### config.mk
export PLATFORM = sky130hd
export DESIGN_NAME = wake_listen_record_controller_unit_flat
export DESIGN_NICKNAME = d
export VERILOG_FILES = /design/src/rtl/core/wlr_pkg.sv /design/src/rtl/core/wlr_in_if.sv /design/src/rtl/core/wlr_out_if.sv /design/src/rtl/core/wlr_cfg_regs.sv /design/src/rtl/core/wlr_step_logic.sv /design/src/rtl/core/wake_listen_record_controller_unit.sv /design/src/flat_wrapper.sv
export SDC_FILE = /design/constraint.sdc
export NUM_CORES = 1
export LEC_CHECK = 0
export BUFFER_PORTS_ARGS = -buffer_cell sky130_fd_sc_hd__clkbuf_2
export CAP_MARGIN = 10
export CORE_ASPECT_RATIO = 1.75
export CORE_MARGIN = 5
export CORE_UTILIZATION = 45
export CTS_BUF_LIST = sky130_fd_sc_hd__clkbuf_16
export DETAILED_ROUTE_END_ITERATION = 10
export SETUP_SLACK_MARGIN = 0.05
export SLEW_MARGIN = 40
export SYNTH_ARGS = -nofsm -noshare
export SYNTH_HDL_FRONTEND = slang
export SYNTH_SLANG_ARGS = --single-unit
### constraint.sdc
create_clock -name i_clk -period 3.8 [get_ports i_clk]
set_input_delay 0 -clock i_clk [delete_from_list [all_inputs] [get_ports i_clk]]
set_output_delay 0 -clock i_clk [all_outputs]
set_load 0.03 [all_outputs]
### src/rtl/core/wlr_pkg.sv
`default_nettype none
package wlr_pkg;

    // Timer and register widths.
    localparam int TIMER_BITS = 16;
    localparam int CFG_W      = 16;
    localparam int CFG_IDX_W  = 3;
    localparam int CMP_W      = (TIMER_BITS > CFG_W) ? TIMER_BITS : CFG_W;

    localparam logic [TIMER_BITS-1:0] TIMER_MAX = {TIMER_BITS{1'b1}};

    // Event kinds carried by an input item.
    localparam logic [1:0] KIND_FRAME = 2'd0;
    localparam logic [1:0] KIND_DONE  = 2'd1;
    localparam logic [1:0] KIND_TICK  = 2'd2;

    // Reasons a session ends.
    localparam logic [1:0] END_NONE    = 2'd0;
    localparam logic [1:0] END_MAX_LEN = 2'd1;
    localparam logic [1:0] END_SILENCE = 2'd2;
    localparam logic [1:0] END_TIMEOUT = 2'd3;

    // Configuration register indexes.
    localparam logic [CFG_IDX_W-1:0] CFG_LISTEN_TIMEOUT = 3'd0;
    localparam logic [CFG_IDX_W-1:0] CFG_PROMPT_WAIT    = 3'd1;
    localparam logic [CFG_IDX_W-1:0] CFG_SILENCE_LIMIT  = 3'd2;
    localparam logic [CFG_IDX_W-1:0] CFG_MAX_RECORD     = 3'd3;
    localparam logic [CFG_IDX_W-1:0] CFG_PROMPT_EN      = 3'd4;
    localparam logic [CFG_IDX_W-1:0] CFG_PROMPT_WAIT_EN = 3'd5;
    localparam logic [CFG_IDX_W-1:0] CFG_DETECTOR       = 3'd6;

    typedef enum logic [1:0] {
        MODE_WAIT   = 2'd0,
        MODE_LISTEN = 2'd1,
        MODE_RECORD = 2'd2
    } t_mode;

    typedef struct packed {
        logic [CFG_W-1:0] listen_timeout_ms;
        logic [CFG_W-1:0] prompt_wait_ms;
        logic [CFG_W-1:0] silence_limit_ms;
        logic [CFG_W-1:0] max_record_ms;
        logic             prompt_enable;
        logic             prompt_wait_enable;
        logic             detector_present;
    } t_cfg;

    typedef struct packed {
        t_mode                 mode;
        logic                  prompt_hold;
        logic [TIMER_BITS-1:0] prompt_timer;
        logic [TIMER_BITS-1:0] listen_timer;
        logic [TIMER_BITS-1:0] record_timer;
        logic                  silence_armed;
        logic [TIMER_BITS-1:0] silence_timer;
    } t_state;

    typedef struct packed {
        logic [1:0] kind;
        logic       wake_hit;
        logic       speech_hit;
    } t_item;

    typedef struct packed {
        logic [1:0] mode;
        logic       wake_event;
        logic       prompt_request;
        logic       prompt_pending;
        logic       capture_frame;
        logic       capture_done;
        logic [1:0] end_cause;
    } t_result;

    // Saturating increment of one timer.
    function automatic logic [TIMER_BITS-1:0] sat_inc(input logic [TIMER_BITS-1:0] t);
        return (t == TIMER_MAX) ? t : t + 1'b1;
    endfunction

    // Timer has reached a limit; both sides are zero extended to a common width.
    function automatic logic reached(input logic [TIMER_BITS-1:0] t,
                                     input logic [CFG_W-1:0] limit);
        return CMP_W'(t) >= CMP_W'(limit);
    endfunction

endpackage
`default_nettype wire

### src/rtl/core/wlr_in_if.sv
`default_nettype none
interface wlr_in_if;
    logic       valid;
    logic       ready;
    logic [1:0] kind;
    logic       wake_hit;
    logic       speech_hit;

    modport source (output valid, output kind, output wake_hit, output speech_hit,
                    input ready);
    modport sink   (input valid, input kind, input wake_hit, input speech_hit,
                    output ready);
endinterface
`default_nettype wire

### src/rtl/core/wlr_out_if.sv
`default_nettype none
interface wlr_out_if;
    logic       valid;
    logic       ready;
    logic [1:0] mode;
    logic       wake_event;
    logic       prompt_request;
    logic       prompt_pending;
    logic       capture_frame;
    logic       capture_done;
    logic [1:0] end_cause;

    modport source (output valid, output mode, output wake_event, output prompt_request,
                    output prompt_pending, output capture_frame, output capture_done,
                    output end_cause, input ready);
    modport sink   (input valid, input mode, input wake_event, input prompt_request,
                    input prompt_pending, input capture_frame, input capture_done,
                    input end_cause, output ready);
endinterface
`default_nettype wire

### src/rtl/core/wlr_cfg_regs.sv
`default_nettype none
module wlr_cfg_regs
    import wlr_pkg::*;
(
    input  logic                 i_clk,
    input  logic                 i_rst_n,
    input  logic                 i_cfg_we,
    input  logic [CFG_IDX_W-1:0] i_cfg_idx,
    input  logic [CFG_W-1:0]     i_cfg_data,
    output t_cfg                 o_cfg
);

    t_cfg r_cfg;

    // Register file with its documented reset values; unknown indexes are dropped.
    always_ff @(posedge i_clk) begin
        if (!i_rst_n) begin
            r_cfg.listen_timeout_ms  <= CFG_W'(5000);
            r_cfg.prompt_wait_ms     <= CFG_W'(4000);
            r_cfg.silence_limit_ms   <= CFG_W'(1500);
            r_cfg.max_record_ms      <= CFG_W'(10000);
            r_cfg.prompt_enable      <= 1'b1;
            r_cfg.prompt_wait_enable <= 1'b1;
            r_cfg.detector_present   <= 1'b1;
        end else if (i_cfg_we) begin
            unique case (i_cfg_idx)
                CFG_LISTEN_TIMEOUT: r_cfg.listen_timeout_ms  <= i_cfg_data;
                CFG_PROMPT_WAIT:    r_cfg.prompt_wait_ms     <= i_cfg_data;
                CFG_SILENCE_LIMIT:  r_cfg.silence_limit_ms   <= i_cfg_data;
                CFG_MAX_RECORD:     r_cfg.max_record_ms      <= i_cfg_data;
                CFG_PROMPT_EN:      r_cfg.prompt_enable      <= i_cfg_data[0];
                CFG_PROMPT_WAIT_EN: r_cfg.prompt_wait_enable <= i_cfg_data[0];
                CFG_DETECTOR:       r_cfg.detector_present   <= i_cfg_data[0];
                default: ;
            endcase
        end
    end

    assign o_cfg = r_cfg;

endmodule
`default_nettype wire

### src/rtl/core/wlr_step_logic.sv
`default_nettype none
module wlr_step_logic
    import wlr_pkg::*;
(
    input  t_cfg    i_cfg,
    input  t_state  i_state,
    input  t_item   i_item,
    output t_state  o_state,
    output t_result o_result
);

    t_state n_st;
    logic   go;
    logic   speech;
    logic   done;

    // Next session state and the pulses for one event.
    always_comb begin
        n_st                    = i_state;
        go                      = 1'b1;
        done                    = 1'b0;
        speech                  = i_cfg.detector_present & i_item.speech_hit;
        o_result.wake_event     = 1'b0;
        o_result.prompt_request = 1'b0;
        o_result.capture_frame  = 1'b0;
        o_result.capture_done   = 1'b0;
        o_result.end_cause      = END_NONE;

        case (i_item.kind)
            KIND_TICK: begin
                n_st.prompt_timer  = sat_inc(i_state.prompt_timer);
                n_st.listen_timer  = sat_inc(i_state.listen_timer);
                n_st.record_timer  = sat_inc(i_state.record_timer);
                n_st.silence_timer = sat_inc(i_state.silence_timer);
            end
            KIND_DONE: begin
                if (i_state.prompt_hold) begin
                    n_st.prompt_hold  = 1'b0;
                    n_st.listen_timer = '0;
                end
            end
            KIND_FRAME: begin
                unique case (i_state.mode)
                    MODE_LISTEN: begin
                        // A held frame is dropped until the prompt wait runs out.
                        if (i_state.prompt_hold) begin
                            if (!reached(i_state.prompt_timer, i_cfg.prompt_wait_ms)) begin
                                go = 1'b0;
                            end else begin
                                n_st.prompt_hold  = 1'b0;
                                n_st.listen_timer = '0;
                            end
                        end
                        if (go) begin
                            if (!i_cfg.detector_present || i_item.speech_hit) begin
                                n_st.record_timer      = '0;
                                n_st.silence_armed     = 1'b0;
                                n_st.mode              = MODE_RECORD;
                                o_result.capture_frame = 1'b1;
                            end else if (reached(n_st.listen_timer,
                                                 i_cfg.listen_timeout_ms)) begin
                                n_st.mode          = MODE_WAIT;
                                o_result.end_cause = END_TIMEOUT;
                            end
                        end
                    end
                    MODE_RECORD: begin
                        o_result.capture_frame = 1'b1;
                        if (reached(i_state.record_timer, i_cfg.max_record_ms)) begin
                            done               = 1'b1;
                            o_result.end_cause = END_MAX_LEN;
                        end else if (speech) begin
                            n_st.silence_armed = 1'b0;
                        end else if (!i_state.silence_armed) begin
                            n_st.silence_armed = 1'b1;
                            n_st.silence_timer = '0;
                        end else if (reached(i_state.silence_timer,
                                             i_cfg.silence_limit_ms)) begin
                            done               = 1'b1;
                            o_result.end_cause = END_SILENCE;
                        end
                        if (done) begin
                            n_st.silence_armed = 1'b0;
                            n_st.mode          = MODE_WAIT;
                        end
                        o_result.capture_done = done;
                    end
                    default: begin
                        // Waiting: a wake hit opens the listen window.
                        if (i_item.wake_hit) begin
                            o_result.wake_event     = 1'b1;
                            o_result.prompt_request = i_cfg.prompt_enable;
                            n_st.prompt_hold  = i_cfg.prompt_enable & i_cfg.prompt_wait_enable;
                            n_st.prompt_timer = '0;
                            n_st.listen_timer = '0;
                            n_st.mode         = MODE_LISTEN;
                        end
                    end
                endcase
            end
            default: ;
        endcase

        o_result.mode           = n_st.mode;
        o_result.prompt_pending = n_st.prompt_hold;
    end

    assign o_state = n_st;

endmodule
`default_nettype wire

### src/rtl/core/wake_listen_record_controller_unit.sv
`default_nettype none
// Voice capture session controller. Each accepted item (audio frame, prompt
// playback done, millisecond tick, or the unused kind code) produces exactly one
// result item that reports the mode after the event and its pulses. One item is
// taken per clock cycle when the result side keeps up. An accepted item is held
// in the input register, and its result is then held in the result register
// until it is taken. The rate is set by the session state update, which is
// combinational between those two registers.
// While a finished result waits for the consumer, one more item can still be
// taken into an empty input register; after that the input stalls until the
// result is taken. The user must write configuration registers through the
// plain write port only while the block is idle; the block does not enforce
// this. A write to an index beyond the register list is ignored.
module wake_listen_record_controller_unit
    import wlr_pkg::*;
(
    input  logic                 i_clk,
    input  logic                 i_rst_n,
    wlr_in_if.sink               i_evt,
    wlr_out_if.source            o_res,
    input  logic                 i_cfg_we,
    input  logic [CFG_IDX_W-1:0] i_cfg_idx,
    input  logic [CFG_W-1:0]     i_cfg_data
);

    t_cfg    w_cfg;
    t_state  r_state;
    t_state  n_state;
    t_item   r_item;
    t_result r_res;
    t_result n_res;
    logic    r_item_valid;
    logic    r_res_valid;
    logic    w_advance;

    wlr_cfg_regs u_cfg (
        .i_clk      (i_clk),
        .i_rst_n    (i_rst_n),
        .i_cfg_we   (i_cfg_we),
        .i_cfg_idx  (i_cfg_idx),
        .i_cfg_data (i_cfg_data),
        .o_cfg      (w_cfg)
    );

    wlr_step_logic u_step (
        .i_cfg    (w_cfg),
        .i_state  (r_state),
        .i_item   (r_item),
        .o_state  (n_state),
        .o_result (n_res)
    );

    // The result register moves on when it is empty or being taken.
    assign w_advance   = !r_res_valid || o_res.ready;
    assign i_evt.ready = !r_item_valid || w_advance;

    // Input register.
    always_ff @(posedge i_clk) begin
        if (!i_rst_n) begin
            r_item_valid <= 1'b0;
        end else if (i_evt.ready) begin
            r_item_valid <= i_evt.valid;
        end
        if (i_evt.valid && i_evt.ready) begin
            r_item.kind       <= i_evt.kind;
            r_item.wake_hit   <= i_evt.wake_hit;
            r_item.speech_hit <= i_evt.speech_hit;
        end
    end

    // Session state and result register update together as an item retires.
    always_ff @(posedge i_clk) begin
        if (!i_rst_n) begin
            r_res_valid           <= 1'b0;
            r_state.mode          <= MODE_WAIT;
            r_state.prompt_hold   <= 1'b0;
            r_state.prompt_timer  <= '0;
            r_state.listen_timer  <= '0;
            r_state.record_timer  <= '0;
            r_state.silence_armed <= 1'b0;
            r_state.silence_timer <= '0;
        end else if (w_advance) begin
            r_res_valid <= r_item_valid;
            if (r_item_valid) begin
                r_state <= n_state;
            end
        end
        if (w_advance && r_item_valid) begin
            r_res <= n_res;
        end
    end

    assign o_res.valid          = r_res_valid;
    assign o_res.mode           = r_res.mode;
    assign o_res.wake_event     = r_res.wake_event;
    assign o_res.prompt_request = r_res.prompt_request;
    assign o_res.prompt_pending = r_res.prompt_pending;
    assign o_res.capture_frame  = r_res.capture_frame;
    assign o_res.capture_done   = r_res.capture_done;
    assign o_res.end_cause      = r_res.end_cause;

endmodule
`default_nettype wire

### src/flat_wrapper.sv
// flat-port wrapper written by rule: the top's interface ports become plain ports
module wake_listen_record_controller_unit_flat import wlr_pkg::*;
  (i_clk, i_rst_n, i_cfg_we, i_cfg_idx, i_cfg_data, i_evt_valid, i_evt_kind, i_evt_wake_hit, i_evt_speech_hit, i_evt_ready, o_res_valid, o_res_mode, o_res_wake_event, o_res_prompt_request, o_res_prompt_pending, o_res_capture_frame, o_res_capture_done, o_res_end_cause, o_res_ready);
  wlr_in_if i_evt_i ();
  wlr_out_if o_res_i ();
  input  logic i_clk;
  input  logic i_rst_n;
  input  logic i_cfg_we;
  input  logic [CFG_IDX_W-1:0] i_cfg_idx;
  input  logic [CFG_W-1:0] i_cfg_data;
  input wire logic [$bits(i_evt_i.valid)-1:0] i_evt_valid;
  input wire logic [$bits(i_evt_i.kind)-1:0] i_evt_kind;
  input wire logic [$bits(i_evt_i.wake_hit)-1:0] i_evt_wake_hit;
  input wire logic [$bits(i_evt_i.speech_hit)-1:0] i_evt_speech_hit;
  output wire logic [$bits(i_evt_i.ready)-1:0] i_evt_ready;
  output wire logic [$bits(o_res_i.valid)-1:0] o_res_valid;
  output wire logic [$bits(o_res_i.mode)-1:0] o_res_mode;
  output wire logic [$bits(o_res_i.wake_event)-1:0] o_res_wake_event;
  output wire logic [$bits(o_res_i.prompt_request)-1:0] o_res_prompt_request;
  output wire logic [$bits(o_res_i.prompt_pending)-1:0] o_res_prompt_pending;
  output wire logic [$bits(o_res_i.capture_frame)-1:0] o_res_capture_frame;
  output wire logic [$bits(o_res_i.capture_done)-1:0] o_res_capture_done;
  output wire logic [$bits(o_res_i.end_cause)-1:0] o_res_end_cause;
  input wire logic [$bits(o_res_i.ready)-1:0] o_res_ready;
  assign i_evt_i.valid = i_evt_valid;
  assign i_evt_i.kind = i_evt_kind;
  assign i_evt_i.wake_hit = i_evt_wake_hit;
  assign i_evt_i.speech_hit = i_evt_speech_hit;
  assign i_evt_ready = i_evt_i.ready;
  assign o_res_valid = o_res_i.valid;
  assign o_res_mode = o_res_i.mode;
  assign o_res_wake_event = o_res_i.wake_event;
  assign o_res_prompt_request = o_res_i.prompt_request;
  assign o_res_prompt_pending = o_res_i.prompt_pending;
  assign o_res_capture_frame = o_res_i.capture_frame;
  assign o_res_capture_done = o_res_i.capture_done;
  assign o_res_end_cause = o_res_i.end_cause;
  assign o_res_i.ready = o_res_ready;
  wake_listen_record_controller_unit u_core (.i_clk(i_clk), .i_rst_n(i_rst_n), .i_evt(i_evt_i), .o_res(o_res_i), .i_cfg_we(i_cfg_we), .i_cfg_idx(i_cfg_idx), .i_cfg_data(i_cfg_data));
endmodule
==> flow_summary.json, run 1 <==
{
  "outcome": "complete, but fails checks",
  "failed_checks": "setup timing",
  "critPathLaunchType": "flip-flop",
  "dieArea_mm2": 0.0210,
  "synth_top_flop_cell": "dfxtp_1",
  "rsz0062_at_grt": "yes",
  "finalSetupViolations": 6,
  "synth_area_leaders": "dfxtp_1, ha_1, nand2_1",
  "viasPerCell": 5.43,
  "clock_power_share_pct": 48.0,
  "start_util_pct": 45.4,
  "coreArea_mm2": 0.0180,
  "min_to": "u_core.u_cfg.o_cfg[0]",
  "fp.dieW_um": 112,
  "num_rows": 65,
  "reg2reg_from": "u_core.r_state[49]",
  "gp_congestion": 0.820,
  "cts_root_buffer": "clkbuf_16",
  "vias": 7386,
  "setup_ws_ps": -201,
  "crit_arrival_ps": 4190,
  "power_per_cell_area_mw_per_mm2": 366,
  "crit_type": "reg -> reg",
  "die_h_um": 188,
  "leakage_nw": 3.98,
  "yosysUniqueCellTypes": 66,
  "portBuffers": 38,
  "drt_first_pass_iters": 5,
  "n_antenna_cell": 0,
  "syn-cell-area_mm2": 0.00816,
  "layout-drive-gt1-share_pct": 16.0,
  "synth.largest_area_cell": "dfxtp_1",
  "postSynthAreaPerCell_um2": 8.07,
  "relSlewSlack_pct": 48.2,
  "drt_iter0_markers": 546,
  "dp_hpwl_um": 16500,
  "syn_to_final_growth_pct": 22.7,
  "grt_usage_pct": 22.1,
  "cts_inserted_buffers": 17,
  "final_cell_area_mm2": 0.0100,
  "path_max_fanout": 5,
  "grt_pass1_vias": 7159,
  "drt.antenna.violating_nets": 0,
  "yosysTopAreaCellShare_pct": 33.6,
  "syn_nets": 1109,
  "grt_max_degree": 43,
  "synth_edf_count": 13,
  "multi_input_area_mm2": 0.00477,
  "htreeDepth": 4,
  "period_minus_slack_ps": 4000,
  "worst_r2r_path_depth": 17,
  "seqPwrFrac_pct": 44.9,
  "drcViolationCount": 0,
  "skew_ps": 8.01,
  "routed_wirelength_um": 22800,
  "power_frac_comb_pct": 7.2,
  "r2r_end": "u_core.o_res.mode[0]",
  "clk_latency_ps": 430,
  "io_pins": 39,
  "drv_slew": 0,
  "clkSinkCount": 150,
  "syn-instance-count": 1011,
  "regToRegSetupSlack_ps": -200,
  "fmax_ghz": 0.250,
  "synthArstFlopShare_pct": 0,
  "holdCritPathClass": "in -> reg",
  "p_total_mw": 3.66,
  "grt-ovfl-total": 0,
  "seq_area_mm2": 0.00314,
  "clk_path_buf_depth": 2,
  "crit_path_end_kind": "flip-flop",
  "sw_frac_of_total_pct": 24.8,
  "switching_power_mw": 0.908,
  "final_cell_mix": "nand2_1, dfxtp_1, a21oi_1",
  "dpl-instance-area_mm2": 0.00888,
  "antenna_found_initial": 0,
  "finalHoldViolCount": 0,
  "fin_crit_sh_pct": 105,
  "fillers": 1667,
  "tightest_slew_ps": 772,
  "vdd_drop_max_mv": 0.291,
  "ys_seq_area_share_pct": 38.4,
  "nets": 1210,
  "grt_pass1_wl_um": 37000,
  "cap_violations": 0,
  "tritoncts": "done",
  "hold_depth": 5,
  "intPower_mw": 2.76,
  "wl_per_cell_um": 16.8,
  "synth-seq-cells": 150,
  "cp.required_ps": 3990,
  "final_common_cell": "nand2_1",
  "place_ws_ps": -272,
  "yosys_warnings": 0,
  "path_clk_slew_ps": 70,
  "min_from": "i_cfg_idx[0]"
}
[power groups by stage]
stage / Clock, mW / Combinational, mW / Sequential [mW]
after floorplan: 0 / 0.126 / 1.68
after global routing: 1.84 / 0.289 / 1.65
final: 1.76 / 0.262 / 1.64
after CTS: 1.78 / 0.258 / 1.64
after detailed placement: 0 / 0.229 / 1.68
after global placement: 0 / 0.228 / 1.68
[state kept, by name (all words and copies together) (netlist names)]
register and flops:
u_core.o_res.capture_done 1, u_core.o_res.capture_frame 1, u_core.o_res.end_cause 2, u_core.o_res.mode 2, u_core.o_res.prompt_pending 1, u_core.o_res.prompt_request 1
u_core.o_res.valid 1, u_core.o_res.wake_event 1, u_core.r_item 4, u_core.r_item_valid 1, u_core.r_state 68, u_core.u_cfg.o_cfg 67
[worst max path at each step]
stage	start	to	slack (ps)	cells past startpoint
final	u_core.r_state[49]	u_core.o_res.mode[0]	-200	17
after global routing	u_core.u_cfg.o_cfg[37]	u_core.o_res.mode[0]	-300	17
after CTS	u_core.u_cfg.o_cfg[44]	u_core.o_res.mode[0]	-270	17
after detailed placement	u_core.u_cfg.o_cfg[44]	u_core.o_res.mode[0]	-270	17
after global placement	u_core.u_cfg.o_cfg[44]	u_core.o_res.mode[0]	-220	17
after floorplan	u_core.u_cfg.o_cfg[48]	u_core.o_res.mode[0]	-50	16
[routing by layer]
layer / share of wire (%) / global-route usage (%) / routed length, um
met1: 41 / 25.2 / 9390
met2: 53 / 40.8 / 12100
met3: 2.9 / 3.26 / 651
met4: 3.0 / 8.90 / 681
met5: 0 / 0 / 0
[cells by family after synthesis]
kind of cell | after synthesis | share of synthesized area (%)
xor gates and xnor gates | 25 | 2.68
AOI/OAI and AO/OA | 237 | 18.8
muxes | 4 | 0.491
and+or+nand+nor | 405 | 23.1
DFF | 150 | 38.4
adders and majority gates | 70 | 10.7
buffers and inverters | 120 | 5.71
[critical path, stage by stage (launching register included)]
cell and delay [ps]:
dfxtp_2 330, inv_2 40, ha_1 250, nand2b_1 80
a2111oi_0 100, or4_4 570, a31oi_4 280, buf_6 150
nor2_2 30, ha_1 290, nand4_1 100, or4_1 510
o32a_1 350, nand3_2 90, buf_6 100, o21ai_2 40
a21o_1 170, o32a_1 280
[cells in the mapped netlist (all sizes together) (3+ instances only)]
| cell | count |
|---|---|
| nand2 | 185 |
| dfxtp | 137 |
| a21oi | 96 |
| inv | 84 |
| nor2 | 74 |
| ha | 70 |
| o21ai | 41 |
| nand3 | 35 |
| o211ai | 30 |
| clkbuf | 29 |
| xor2 | 20 |
| nor2b | 19 |
| nand4 | 16 |
| and3 | 13 |
| edfxtp | 13 |
| or3 | 13 |
| nor3 | 10 |
| or4 | 10 |
| a31oi | 9 |
| and2 | 9 |
| nand2b | 9 |
| o31ai | 9 |
| and4 | 7 |
| buf | 7 |
| a211oi | 6 |
| o21a | 6 |
| o2111ai | 5 |
| xnor2 | 5 |
| a2111oi | 4 |
| a21boi | 4 |
| a21o | 4 |
| mux2i | 4 |
| a211o | 3 |
[per-stage QoR]
| stage | setup TNS [ps] | std cells | hold slack (ps) | utilization (%) |
|---|---|---|---|---|
| finish | -533 | 1359 | 88.7 | 55.7 |
| global route | -1200 | 1359 | 123 | 55.7 |
| CTS | -884 | 1356 | 75.1 | 54.9 |
| detailed placement | -751 | 1294 | 179 | 49.4 |
| global placement | -678 | 1294 | 178 | 49.4 |
| floorplan | -50.3 | 1011 | 98.9 | - |
[what timing repair did]
action / 4_1_cts / 5_1_grt
gates resized for setup: 22 / 25
hold buffers: 27 / 0
setup endpoints to repair: 6 / 6
hold endpoints to repair: 73 / 0
pin swaps: 4 / 7
buffers inserted: 3 / 4
[layout make-up]
| type | count | area share [%] |
|---|---|---|
| Inverter | 84 | 3.16 |
| Timing Repair Buffer | 118 | 8.80 |
| Tap cell | 234 | 2.92 |
| Sequential cell | 150 | 31.4 |
| Clock buffer | 17 | 4.25 |
| Multi-Input combinational cell | 741 | 47.7 |
| Clock inverter | 15 | 1.79 |
No activity file was read; power rests on OpenSTA's default activity.
==> run 2: changes to the inputs <==
--- a/config.mk
+++ b/config.mk
@@ -5,6 +5,7 @@
 export SDC_FILE = /design/constraint.sdc
 export NUM_CORES = 1
 export LEC_CHECK = 0
+export ABC_AREA = 1
 export BUFFER_PORTS_ARGS = -buffer_cell sky130_fd_sc_hd__clkbuf_2
 export CAP_MARGIN = 10
 export CORE_ASPECT_RATIO = 1.75
@@ -12,6 +13,7 @@
 export CORE_UTILIZATION = 45
 export CTS_BUF_LIST = sky130_fd_sc_hd__clkbuf_16
 export DETAILED_ROUTE_END_ITERATION = 10
+export GPL_ROUTABILITY_DRIVEN = 0
 export SETUP_SLACK_MARGIN = 0.05
 export SLEW_MARGIN = 40
 export SYNTH_ARGS = -nofsm -noshare
==> flow_summary.json, run 2 <==
{
  "outcome": "finished clean",
  "n_antenna_cell": 0,
  "rsz0062_at_grt": "no",
  "r2r_end": "u_core.r_state[67]",
  "cp.required_ps": 4160,
  "layout-drive-gt1-share_pct": 9.08,
  "ys_seq_area_share_pct": 36.3,
  "start_util_pct": 45.4,
  "reg2reg_from": "u_core.u_cfg.o_cfg[42]",
  "synth.largest_area_cell": "dfxtp_1",
  "leakage_nw": 4.14,
  "dpl-instance-area_mm2": 0.00899,
  "synth_top_flop_cell": "dfxtp_1",
  "syn-instance-count": 1211,
  "critPathLaunchType": "flip-flop",
  "skew_ps": 13.9,
  "crit_arrival_ps": 3650,
  "crit_type": "reg -> reg",
  "io_pins": 39,
  "drt_first_pass_iters": 6,
  "clk_latency_ps": 430,
  "regToRegSetupSlack_ps": 510,
  "syn_nets": 1309,
  "grt_max_degree": 41,
  "power_per_cell_area_mw_per_mm2": 378,
  "min_to": "u_core.u_cfg.o_cfg[1]",
  "clk_path_buf_depth": 2,
  "viasPerCell": 5.30,
  "power_frac_comb_pct": 9.4,
  "yosysTopAreaCellShare_pct": 31.8,
  "wl_per_cell_um": 15.9,
  "fin_crit_sh_pct": 86.7,
  "postSynthAreaPerCell_um2": 7.13,
  "largest_register_ffs": 68,
  "vdd_drop_max_mv": 0.235,
  "portBuffers": 38,
  "synthArstFlopShare_pct": 0,
  "antenna_found_initial": 0,
  "period_minus_slack_ps": 3290,
  "relSlewSlack_pct": 43.9,
  "drt.antenna.violating_nets": 0,
  "fin_util_pct": 51.9,
  "htreeDepth": 4,
  "tightest_slew_ps": 841,
  "cts_root_buffer": "clkbuf_16",
  "min_from": "i_cfg_idx[2]",
  "crit_path_end_kind": "flip-flop",
  "fp.dieW_um": 115,
  "dieArea_mm2": 0.0222,
  "clkSinkCount": 150,
  "coreArea_mm2": 0.0190,
  "worst_r2r_path_depth": 27,
  "crit_slowest_cell": "dfxtp_1",
  "grt-ovfl-total": 0,
  "yosysUniqueCellTypes": 41,
  "synth-seq-cells": 150,
  "synth_area_leaders": "dfxtp_1, nand2_1, ha_1",
  "drv_slew": 0,
  "vias": 8049,
  "fmax_ghz": 0.304,
  "cp.buffers_inverters": 3,
  "final_common_cell": "nand2_1",
  "final_cell_area_mm2": 0.00988,
  "cts_inserted_buffers": 17,
  "drt_iter0_markers": 419,
  "syn-cell-area_mm2": 0.00863,
  "path_max_fanout": 5,
  "crit_path_frequent_cell": "nand2_1",
  "sw_frac_of_total_pct": 25.5,
  "synthTopCellsByCount": "nand2_1, inv_1, dfxtp_1",
  "cp_top_family": "simple AND/OR/NAND/NOR gates",
  "intPower_mw": 2.78,
  "die_h_um": 193,
  "finalSetupViolations": 0,
  "dp_hpwl_um": 18000,
  "nets": 1363,
  "grt_pass1_wl_um": 39400,
  "grt_pass1_vias": 7817,
  "cap_violations": 0,
  "tns_ps": 0,
  "num_rows": 67,
  "synth_edf_count": 13,
  "grt_usage_pct": 22.4,
  "yosys_warnings": 0,
  "finalHoldViolCount": 0,
  "syn_to_final_growth_pct": 14.5,
  "slowest_delay_ps": 310,
  "final_cell_mix": "nand2_1, inv_1, a21oi_1, dfxtp_1, nor2_1",
  "top_register": "u_core.r_state",
  "hold_depth": 5,
  "seqPwrFrac_pct": 44.8,
  "synth_most_common_cell": "nand2_1",
  "routed_wirelength_um": 24100,
  "path_clk_slew_ps": 60,
  "switching_power_mw": 0.953,
  "drcViolationCount": 0,
  "holdCritPathClass": "in -> reg",
  "clock_power_share_pct": 45.8,
  "tritoncts": "done"
}
[run 2: cell types whose count changed in the layout (fill, tap and decap cells not counted), sizes merged, moves of 10 or more]
cell    previous run  this run
inv               87       166
o21ai             41        99
nand2            185       240
nor2              74       125
buf               53        13
a21oi             96       134
nor3              10        32
nor2b             19         0
nand3             35        50
or3               13         0
and3              13         1
o211ai            30        20
or4               10         0
[run 2: layer usage]
metal	wire length, um	global-route usage [%]	up-vias
met5	0	0	-
met4	1140	11.4	0
met3	628	3.63	73
met2	12700	40.6	161
met1	9650	24.5	3681
li1	-	-	4134
[run 2: cell type report]
class	instances	area (um^2)
tap	241	302
multi-input combinational	854	4690
sequential	150	3140
clock inverter	15	164
fill	1900	9150
inverter	166	627
timing repair buffer	76	538
clock buffer	17	425
[run 2: cell families after synthesis]
kind of cell             share of synthesized area [%]
buffers and inverters                             9.58
AO/OA/AOI/OAI                                     17.7
adder cells (fa/ha/maj)                           10.1
XOR/XNOR                                          2.54
flip-flops                                        36.3
AND/OR/NAND/NOR                                   23.8
[run 2: worst register-to-register path, cell delays in order (launching register included)]
cell and delay [ps]:
dfxtp_1 310, inv_1 50, ha_1 310, nand2_1 100, nor2_1 60, nand2_1 50, nand2_1 40, nor2_1 80
nand2_1 90, nand2_1 110, nand2_1 70, nand2_2 100, clkinvlp_4 150, buf_4 180, nor2_1 130, ha_1 280
nand2_1 80, o21bai_1 120, nand2_1 70, a21oi_1 180, nand3_2 140, nand3_1 120, nand2_1 60, nand2_1 60
nand2_1 60, nand2_1 70, nand2_1 50, a21oi_1 120
[run 2: worst max-delay path by stage]
stage	depth (start not counted)	from	end
after CTS	23	u_core.r_state[49]	u_core.o_res.mode[1]
after detailed placement	23	u_core.r_state[49]	u_core.o_res.mode[1]
after global routing	27	u_core.r_state[52]	u_core.r_state[67]
after floorplan	24	u_core.r_state[49]	u_core.o_res.mode[1]
after global placement	23	u_core.r_state[49]	u_core.o_res.mode[1]
final	27	u_core.u_cfg.o_cfg[42]	u_core.r_state[67]
[run 2: what timing repair did]
action                     4_1_cts  5_1_grt
setup buffers                    0        4
hold buffers                    25        0
hold endpoints to repair        48        0
setup endpoints to repair        0        6
gates resized for setup          0        8
[run 2: per-stage QoR]
step	worst slack, ps	total power, mW	std cells	hold slack (ps)
6_report	507	3.73	1519	27.2
5_1_grt	96.5	3.87	1519	15.7
4_1_cts	251	3.77	1515	9.01
3_5_place_dp	270	2.04	1458	183
3_3_place_gp	333	2.03	1458	180
2_1_floorplan	909	1.92	1211	98.9
[run 2: power groups by stage]
| stage | clock network (mW) | logic [mW] | registers [mW] |
|---|---|---|---|
| after CTS | 1.74 | 0.352 | 1.67 |
| after global routing | 1.80 | 0.395 | 1.68 |
| final | 1.71 | 0.351 | 1.67 |
| after global placement | 0 | 0.327 | 1.71 |
| after detailed placement | 0 | 0.331 | 1.71 |
| after floorplan | 0 | 0.215 | 1.71 |
